--- config.mk ---
export PLATFORM = sky130hd
export DESIGN_NAME = bitmap_free_slot_allocator
export DESIGN_NICKNAME = d
export VERILOG_FILES = /design/src/rtl/bfsa_pkg.sv /design/src/rtl/bfsa_mem.sv /design/src/rtl/bfsa_ctrl.sv /design/src/rtl/bitmap_free_slot_allocator.sv
export SDC_FILE = /design/constraint.sdc
export NUM_CORES = 2
export LEC_CHECK = 0
export BUFFER_PORTS_ARGS = -buffer_cell sky130_fd_sc_hd__buf_2
export CAP_MARGIN = 20
export CORE_ASPECT_RATIO = 1.5
export CORE_MARGIN = 2
export CORE_UTILIZATION = 40
export CTS_CLUSTER_DIAMETER = 30
export DETAILED_ROUTE_END_ITERATION = 6
export RECOVER_POWER = 50
export SYNTH_ARGS = -nofsm -noshare
export SYNTH_HDL_FRONTEND = slang
export SYNTH_HIERARCHICAL = 1
export SYNTH_SLANG_ARGS = --single-unit
--- constraint.sdc ---
create_clock -name i_clk -period 49.1 [get_ports i_clk]
set_input_delay 2.455 -clock i_clk [delete_from_list [all_inputs] [get_ports i_clk]]
set_output_delay 2.455 -clock i_clk [all_outputs]
set_load 0.01 [all_outputs]
--- src/rtl/bfsa_pkg.sv ---
package bfsa_pkg;

    localparam int BITS_DEF    = 4096;
    localparam int BIT_IDX_W   = 12;
    localparam int BYTE_IDX_W  = 9;
    localparam int BYTE_W      = 8;
    localparam int LIM_W       = 13;
    localparam int SLOT_W      = 13;
    localparam int CNT_W       = 13;
    // Byte counter of a scan: holds ceil(limit / 8) for a 13-bit limit.
    localparam int SCAN_CW     = 11;
    // Widest byte address, reached at the largest slot count of 65536.
    localparam int MEM_AW_MAX  = 13;
    localparam int CFG_IDX_W   = 4;
    localparam int CFG_DATA_W  = 13;

    localparam logic [LIM_W-1:0]     VALID_BITS_RST  = 13'd4096;
    localparam logic [CFG_IDX_W-1:0] CFG_VALID_BITS  = 4'd0;
    localparam logic [CFG_IDX_W-1:0] CFG_NUMBER_BASE = 4'd1;

    typedef enum logic [1:0] {
        CMD_ALLOC = 2'd0,
        CMD_MARK  = 2'd1,
        CMD_COUNT = 2'd2,
        CMD_LOAD  = 2'd3
    } t_cmd;

    typedef enum logic [2:0] {
        ST_CLEAR,
        ST_IDLE,
        ST_SCAN,
        ST_MARK,
        ST_DONE
    } t_state;

    typedef struct packed {
        logic                  wr_en;
        logic [MEM_AW_MAX-1:0] wr_addr;
        logic [BYTE_W-1:0]     wr_data;
        logic                  rd_en;
        logic [MEM_AW_MAX-1:0] rd_addr;
    } t_mem_req;

    typedef struct packed {
        logic              found;
        logic [SLOT_W-1:0] slot_number;
        logic [CNT_W-1:0]  free_count;
    } t_result;

endpackage

--- src/rtl/bfsa_mem.sv ---
module bfsa_mem
    import bfsa_pkg::*;
#(
    parameter int DEPTH = (BITS_DEF + 7) / 8,
    parameter int AW    = 9
) (
    input  logic              i_clk,
    input  t_mem_req          i_req,
    output logic [BYTE_W-1:0] o_rd_data
);

    logic [BYTE_W-1:0] r_mem [DEPTH];
    logic [BYTE_W-1:0] r_rd_data;

    always_ff @(posedge i_clk) begin
        if (i_req.wr_en) begin
            r_mem[i_req.wr_addr[AW-1:0]] <= i_req.wr_data;
        end
        if (i_req.rd_en) begin
            r_rd_data <= r_mem[i_req.rd_addr[AW-1:0]];
        end
    end

    assign o_rd_data = r_rd_data;

endmodule

--- src/rtl/bfsa_ctrl.sv ---
module bfsa_ctrl
    import bfsa_pkg::*;
#(
    parameter int BITS  = BITS_DEF,
    parameter int DEPTH = (BITS_DEF + 7) / 8,
    parameter int AW    = 9
) (
    input  logic                  i_clk,
    input  logic                  i_rst_n,
    input  logic                  i_in_valid,
    output logic                  o_in_stall,
    input  logic [1:0]            i_cmd,
    input  logic [BIT_IDX_W-1:0]  i_bit_index,
    input  logic [BYTE_IDX_W-1:0] i_byte_index,
    input  logic [BYTE_W-1:0]     i_byte_value,
    input  logic [LIM_W-1:0]      i_lim,
    input  logic                  i_base,
    output logic                  o_res_vld,
    input  logic                  i_res_rdy,
    output t_result               o_res,
    output t_mem_req              o_mem_req,
    input  logic [BYTE_W-1:0]     i_rd_data
);

    t_state                r_state, n_state;
    t_cmd                  r_cmd, n_cmd;
    logic [2:0]            r_bit, n_bit;
    logic [BYTE_IDX_W-1:0] r_mark_addr, n_mark_addr;
    logic [SCAN_CW-1:0]    r_issue, n_issue;
    logic                  r_chk_vld, n_chk_vld;
    logic [SCAN_CW-1:0]    r_chk_idx, n_chk_idx;
    logic [AW-1:0]         r_clr_addr, n_clr_addr;
    logic                  r_found, n_found;
    logic [SLOT_W-1:0]     r_slot, n_slot;
    logic [CNT_W-1:0]      r_count, n_count;

    t_cmd                  w_cmd;
    logic                  w_accept;
    logic                  w_mark_ok;
    logic                  w_load_ok;
    logic                  w_clr_last;
    logic [SCAN_CW-1:0]    w_nb;
    logic                  w_issue;
    logic [LIM_W:0]        w_rem;
    logic [BYTE_W-1:0]     w_mask;
    logic [BYTE_W-1:0]     w_free;
    logic [2:0]            w_pos;
    logic [3:0]            w_pop;
    logic                  w_last;
    logic                  w_hit;

    assign w_cmd      = t_cmd'(i_cmd);
    assign o_in_stall = (r_state != ST_IDLE);
    assign w_accept   = i_in_valid && !o_in_stall;
    assign w_mark_ok  = 32'(i_bit_index) < BITS;
    assign w_load_ok  = 32'(i_byte_index) < DEPTH;
    assign w_clr_last = (r_clr_addr == AW'(DEPTH - 1));

    // Number of bytes that hold slots below the limit.
    assign w_nb    = SCAN_CW'((14'(i_lim) + 14'd7) >> 3);
    assign w_issue = (r_issue < w_nb);

    // Slots left in the byte under check; only its lowest ones count when fewer than 8.
    assign w_rem  = 14'(i_lim) - {r_chk_idx, 3'b000};
    assign w_mask = (w_rem >= 14'd8) ? 8'hFF : ~(8'hFF << w_rem[2:0]);
    assign w_free = ~i_rd_data & w_mask;

    always_comb begin
        w_pos = 3'd0;
        w_pop = 4'd0;
        for (int k = BYTE_W - 1; k >= 0; k--) begin
            if (w_free[k]) begin
                w_pos = 3'(k);
            end
        end
        for (int k = 0; k < BYTE_W; k++) begin
            w_pop = w_pop + 4'(w_free[k]);
        end
    end

    assign w_last = r_chk_vld && (r_chk_idx == w_nb - 11'd1);
    assign w_hit  = r_chk_vld && (r_cmd == CMD_ALLOC) && (w_free != 8'd0);

    // Next state.
    always_comb begin
        n_state = r_state;
        unique case (r_state)
            ST_CLEAR: begin
                if (w_clr_last) begin
                    n_state = ST_IDLE;
                end
            end
            ST_IDLE: begin
                if (w_accept) begin
                    unique case (w_cmd)
                        CMD_ALLOC, CMD_COUNT: begin
                            n_state = (w_nb == 11'd0) ? ST_DONE : ST_SCAN;
                        end
                        CMD_MARK: begin
                            n_state = w_mark_ok ? ST_MARK : ST_DONE;
                        end
                        CMD_LOAD: begin
                            n_state = ST_DONE;
                        end
                    endcase
                end
            end
            ST_SCAN: begin
                if (w_hit || w_last) begin
                    n_state = ST_DONE;
                end
            end
            ST_MARK: begin
                n_state = ST_DONE;
            end
            ST_DONE: begin
                if (i_res_rdy) begin
                    n_state = ST_IDLE;
                end
            end
            default: begin
                n_state = ST_IDLE;
            end
        endcase
    end

    // Memory requests and result handshake.
    always_comb begin
        o_mem_req = '0;
        o_res_vld = (r_state == ST_DONE);
        unique case (r_state)
            ST_CLEAR: begin
                o_mem_req.wr_en   = 1'b1;
                o_mem_req.wr_addr = MEM_AW_MAX'(r_clr_addr);
                o_mem_req.wr_data = 8'd0;
            end
            ST_IDLE: begin
                if (w_accept && (w_cmd == CMD_MARK) && w_mark_ok) begin
                    o_mem_req.rd_en   = 1'b1;
                    o_mem_req.rd_addr = MEM_AW_MAX'(i_bit_index[BIT_IDX_W-1:3]);
                end
                if (w_accept && (w_cmd == CMD_LOAD) && w_load_ok) begin
                    o_mem_req.wr_en   = 1'b1;
                    o_mem_req.wr_addr = MEM_AW_MAX'(i_byte_index);
                    o_mem_req.wr_data = i_byte_value;
                end
            end
            ST_SCAN: begin
                o_mem_req.rd_en   = w_issue;
                o_mem_req.rd_addr = MEM_AW_MAX'(r_issue);
                if (w_hit) begin
                    o_mem_req.wr_en   = 1'b1;
                    o_mem_req.wr_addr = MEM_AW_MAX'(r_chk_idx);
                    o_mem_req.wr_data = i_rd_data | (8'd1 << w_pos);
                end
            end
            ST_MARK: begin
                o_mem_req.wr_en   = 1'b1;
                o_mem_req.wr_addr = MEM_AW_MAX'(r_mark_addr);
                o_mem_req.wr_data = i_rd_data | (8'd1 << r_bit);
            end
            ST_DONE: begin
                o_mem_req = '0;
            end
            default: begin
                o_mem_req = '0;
            end
        endcase
    end

    // Datapath registers.
    always_comb begin
        n_cmd       = r_cmd;
        n_bit       = r_bit;
        n_mark_addr = r_mark_addr;
        n_issue     = r_issue;
        n_chk_vld   = 1'b0;
        n_chk_idx   = r_chk_idx;
        n_clr_addr  = r_clr_addr;
        n_found     = r_found;
        n_slot      = r_slot;
        n_count     = r_count;
        if (r_state == ST_CLEAR) begin
            n_clr_addr = r_clr_addr + AW'(1);
        end
        if (w_accept) begin
            n_cmd       = w_cmd;
            n_bit       = i_bit_index[2:0];
            n_mark_addr = i_bit_index[BIT_IDX_W-1:3];
            n_issue     = '0;
            n_found     = 1'b0;
            n_slot      = '0;
            n_count     = '0;
        end
        if (r_state == ST_SCAN) begin
            n_issue   = r_issue + SCAN_CW'(w_issue);
            n_chk_vld = w_issue;
            n_chk_idx = r_issue;
            if (r_chk_vld && (r_cmd == CMD_COUNT)) begin
                n_count = r_count + CNT_W'(w_pop);
            end
            if (w_hit) begin
                n_found = 1'b1;
                n_slot  = SLOT_W'({r_chk_idx, w_pos} + 14'(i_base));
            end
        end
    end

    always_ff @(posedge i_clk) begin
        if (!i_rst_n) begin
            r_state    <= ST_CLEAR;
            r_clr_addr <= '0;
            r_chk_vld  <= 1'b0;
        end else begin
            r_state    <= n_state;
            r_clr_addr <= n_clr_addr;
            r_chk_vld  <= n_chk_vld;
        end
    end

    always_ff @(posedge i_clk) begin
        r_cmd       <= n_cmd;
        r_bit       <= n_bit;
        r_mark_addr <= n_mark_addr;
        r_issue     <= n_issue;
        r_chk_idx   <= n_chk_idx;
        r_found     <= n_found;
        r_slot      <= n_slot;
        r_count     <= n_count;
    end

    assign o_res.found       = r_found;
    assign o_res.slot_number = r_slot;
    assign o_res.free_count  = r_count;

`ifndef SYNTHESIS
    a_no_accept_in_clear: assert property (@(posedge i_clk) disable iff (!i_rst_n)
        (r_state == ST_CLEAR) |-> o_in_stall)
        else $error("item accepted during the clearing pass");

    a_one_item_at_a_time: assert property (@(posedge i_clk) disable iff (!i_rst_n)
        w_accept |=> o_in_stall)
        else $error("second item accepted before the first finished");

    a_scan_write_only_alloc: assert property (@(posedge i_clk) disable iff (!i_rst_n)
        (r_state == ST_SCAN && o_mem_req.wr_en) |-> (r_cmd == CMD_ALLOC))
        else $error("store written during a free count");

    a_check_in_range: assert property (@(posedge i_clk) disable iff (!i_rst_n)
        (r_state == ST_SCAN && r_chk_vld) |-> (r_chk_idx < w_nb))
        else $error("byte checked beyond the slot limit");
`endif

endmodule

--- src/rtl/bitmap_free_slot_allocator.sv ---
// First-fit slot allocator over a bitmap of BITS slots, one bit per slot, held as bytes in
// an on-chip memory (slot s is bit s%8 of byte s/8; a set bit is a used slot). Commands:
// 0 allocates the lowest free slot below the valid count and reports found plus the slot
// number offset by number_base; 1 marks a slot used; 2 counts the free slots below the
// valid count; 3 loads one bitmap byte. Every command gives exactly one result beat;
// slot_number and free_count are zero where the command does not produce them. After
// reset the block clears the memory one byte per cycle and stalls its input until that
// is done; configuration writes are taken at any time but must only be made while no
// command is in flight. Items are handled one at a time. Allocate and count read the
// memory one byte per cycle up to the limit, the smaller of valid_bits and BITS;
// allocate stops at the first byte with a free slot. Mark reads its byte, then writes
// it back with the bit set; load writes its byte directly. A finished result sits in an
// output register, so the next command can be accepted while that result is still
// stalled downstream.
module bitmap_free_slot_allocator
    import bfsa_pkg::*;
#(
    parameter int BITS = BITS_DEF
) (
    input  logic                  i_clk,
    input  logic                  i_rst_n,

    input  logic                  i_cfg_valid,
    output logic                  o_cfg_ready,
    input  logic [CFG_IDX_W-1:0]  i_cfg_index,
    input  logic [CFG_DATA_W-1:0] i_cfg_data,

    input  logic                  i_in_valid,
    output logic                  o_in_stall,
    input  logic [1:0]            i_cmd,
    input  logic [BIT_IDX_W-1:0]  i_bit_index,
    input  logic [BYTE_IDX_W-1:0] i_byte_index,
    input  logic [BYTE_W-1:0]     i_byte_value,

    output logic                  o_out_valid,
    input  logic                  i_out_stall,
    output logic                  o_found,
    output logic [SLOT_W-1:0]     o_slot_number,
    output logic [CNT_W-1:0]      o_free_count
);

    localparam int DEPTH = (BITS + 7) / 8;
    localparam int AW    = (DEPTH > 1) ? $clog2(DEPTH) : 1;

    logic [LIM_W-1:0]  r_valid_bits;
    logic              r_number_base;
    logic              r_out_vld;
    t_result           r_out;

    logic [LIM_W-1:0]  w_lim;
    logic              w_res_vld;
    logic              w_res_rdy;
    t_result           w_res;
    t_mem_req          w_mem_req;
    logic [BYTE_W-1:0] w_rd_data;
    logic              w_cfg_wr;

    // Configuration registers. Writes to indexes beyond the two registers are dropped.
    assign o_cfg_ready = 1'b1;
    assign w_cfg_wr    = i_cfg_valid && o_cfg_ready;

    always_ff @(posedge i_clk) begin
        if (!i_rst_n) begin
            r_valid_bits  <= VALID_BITS_RST;
            r_number_base <= 1'b0;
        end else if (w_cfg_wr) begin
            if (i_cfg_index == CFG_VALID_BITS) begin
                r_valid_bits <= i_cfg_data;
            end
            if (i_cfg_index == CFG_NUMBER_BASE) begin
                r_number_base <= i_cfg_data[0];
            end
        end
    end

    // A valid count above the bitmap size saturates at the size.
    assign w_lim = (32'(r_valid_bits) > BITS) ? LIM_W'(BITS) : r_valid_bits;

    bfsa_ctrl #(
        .BITS  (BITS),
        .DEPTH (DEPTH),
        .AW    (AW)
    ) u_ctrl (
        .i_clk        (i_clk),
        .i_rst_n      (i_rst_n),
        .i_in_valid   (i_in_valid),
        .o_in_stall   (o_in_stall),
        .i_cmd        (i_cmd),
        .i_bit_index  (i_bit_index),
        .i_byte_index (i_byte_index),
        .i_byte_value (i_byte_value),
        .i_lim        (w_lim),
        .i_base       (r_number_base),
        .o_res_vld    (w_res_vld),
        .i_res_rdy    (w_res_rdy),
        .o_res        (w_res),
        .o_mem_req    (w_mem_req),
        .i_rd_data    (w_rd_data)
    );

    bfsa_mem #(
        .DEPTH (DEPTH),
        .AW    (AW)
    ) u_mem (
        .i_clk     (i_clk),
        .i_req     (w_mem_req),
        .o_rd_data (w_rd_data)
    );

    // Output register: takes a new result when empty or when its beat leaves this cycle.
    assign w_res_rdy = !r_out_vld || !i_out_stall;

    always_ff @(posedge i_clk) begin
        if (!i_rst_n) begin
            r_out_vld <= 1'b0;
        end else if (w_res_rdy) begin
            r_out_vld <= w_res_vld;
        end
    end

    always_ff @(posedge i_clk) begin
        if (w_res_rdy && w_res_vld) begin
            r_out <= w_res;
        end
    end

    assign o_out_valid   = r_out_vld;
    assign o_found       = r_out.found;
    assign o_slot_number = r_out.slot_number;
    assign o_free_count  = r_out.free_count;

endmodule
==> run summary <==
H-tree depth -> 5
fmax -> 44.7 MHz
Power per Cell Area -> 40.4 nW/um^2
Die Y -> 796 microns
all-layer global routing usage -> 20.7%
worst slew pin tran -> 10,810 ps
Min Hold Slack -> 435 ps
initial DRC count -> 9,847
Critical Path Source -> r_valid_bits[12]
share of cells above drive strength 1 -> 18.7%
Fillers -> 35.0k
Placer Congestion -> 0.877
Layout area overhead -> 13.6%
Register Area -> 126,000 sq um
CP max FO -> 221
max-cap viol count -> 44
cts hold-fix bufs -> 0
largest net degree at the start of global routing -> 222
Die ar. -> 423,000 sq um
Setup-failing EPs final -> 0
RR Startpoint -> r_valid_bits[12]
Via Count -> 87.5k
dpl hpwl -> 274 mm
antenna violations before repair -> 9
Max VDD drop -> 0.0327 mV
Setup crit end kind -> register
setup_tns -> 0 ps
# IOs -> 83
Arr. time, crit path -> 22,970 ps
CTS tree -> built
RSZ-0062 raised after global routing -> false
first-pass GRT wire length -> 641 mm
clock sink total -> 4,222
cell count after synthesis -> 8,766
Detail Route Antenna Nets -> 0
Num CTS Buffers -> 487
Core ar. -> 416,000 sq um
Detailed Route WL -> 451 mm
Slew Limit Fails -> 3,950
Slew headroom -> -621%
Initial Utilization -> 40.2%
failing checks -> max-capacitance violations, max-slew violations
leakage power -> 46.4 nW
die span in x -> 532 microns
reg2reg setup slack -> 26,740 ps
syn nets -> 8,858
Buffers on Ports -> 81
Pwr Total -> 0.00767 W
Setup Crit Path Kind -> register to register
Mean Syn Cell Area -> 19.1 sq um
clk root buf -> clkbuf_16
clk_lat worst skew -> 1000 ps
vias in the first global route -> 88.3k
R2R depth -> 17
Final #Nets -> 9,081
# DRC -> 0
multi-input logic area -> 37,800 sq um
Clk pin slew, worst setup/hold paths -> 60 ps
Hold Violations, Final -> 0
post-DR wirelength/cell -> 30.1 microns
worst min path class -> register to register
Worst Path Required -> 49,710 ps
Bufs on Longest Clock Path -> 4
post-CTS sizing -> 0
Post-CTS Setup Repair Bufs -> 0
grt total ovfl -> 0
row cnt -> 290
r2r endpoint -> u_mem/r_mem[184][6]
critical path startpoint category -> register
crit path to -> u_mem/r_mem[184][6]
Clock Skews -> 65.6 ps
synthesized area -> 167,000 sq um
Final Cycle Share -> 45.5%
Pre-Repair DR Iteration Count -> 6
final critical-path required period -> 22,360 ps
Via density -> 5.85
Yosys Warn Count -> 6
status -> complete, but fails checks
## metrics by stage
| stage | util, % | cell area, sq um | cells | setup slack (ps) |
|---|---|---|---|---|
| finish | 45.6 | 190000 | 15000 | 26740 |
| global placement | 41.7 | 173000 | 14000 | 38200 |
| floorplan | - | 167000 | 8766 | 11730 |
| detailed placement | 41.7 | 173000 | 14000 | 38550 |
| CTS | 45.7 | 190000 | 14900 | 39590 |
| global route | 45.6 | 190000 | 15000 | 25170 |
## cell type report
cell class | count | area share [%]
sequential | 4222 | 66.5
multi-input combinational | 3953 | 19.9
clock buffer | 522 | 6.57
tap | 5548 | 3.66
clock inverter | 382 | 2.32
timing repair buffer | 282 | 0.935
inverter | 43 | 0.0890
antenna | 8 | 0.0105
## placed cells by master, fill, tap and decap left out, types with 62 or more instances in the layout
cell,count
edfxtp_1,4167
mux2i_1,817
mux4_2,654
nor2_1,632
clkbuf_16,494
o221ai_1,371
a21oi_1,223
nand2_1,182
o22ai_1,169
o21ai_0,162
buf_4,142
nor3_1,121
clkbuf_1,114
inv_6,83
bufinv_16,62
## registers in the layout (all words and copies together) (netlist names), 11 cells and up
| signal | cells |
|---|---|
| u_ctrl/r_slot | 13 |
| u_ctrl/r_chk_idx | 11 |
| u_ctrl/r_issue | 11 |
| o_free_count | 13 |
| r_valid_bits | 13 |
| u_mem/r_mem | 4096 |
| o_slot_number | 13 |
| u_ctrl/r_count | 13 |
## worst max-delay path: stages (launching register included)
cell	delay, ps
dfxtp_1	540
nor2b_1	770
ha_1	450
a21o_1	230
a31oi_1	240
a21oi_1	120
o21ai_0	240
a2111o_1	370
o31a_1	220
inv_1	100
and4_1	220
a211oi_1	320
clkbuf_1	880
a222oi_1	280
o41ai_1	160
clkbuf_1	7480
clkbuf_1	7410
buf_4	1460
## where the power goes
part / internal [W] / switching (W)
Clock: 0.00220 / 0.00153
Combinational: 0.00000712 / 0.0000274
Sequential: 0.00390 / 0.00000159
## worst min path at each step
stage / from / to / slack (ps) / depth (start not counted)
after floorplan: u_ctrl/r_slot[0] / o_slot_number[0] / 410 / 0
after global placement: u_ctrl/r_slot[8] / o_slot_number[8] / 420 / 0
after detailed placement: u_ctrl/r_slot[7] / o_slot_number[7] / 420 / 0
after CTS: u_ctrl/r_slot[8] / o_slot_number[8] / 440 / 0
after global routing: u_ctrl/r_slot[2] / o_slot_number[2] / 450 / 0
final: u_ctrl/r_slot[7] / o_slot_number[7] / 440 / 0
## metal layers
metal / track usage, % / share of wire [%] / vias up
met5: 0 / 0.0024 / -
met1: 25.2 / 37 / 46100
met4: 10.1 / 5.3 / 2
met2: 35.7 / 51 / 3817
li1: - / - / 36700
met3: 3.31 / 7.2 / 850
(Power assumes the default switching activity.)
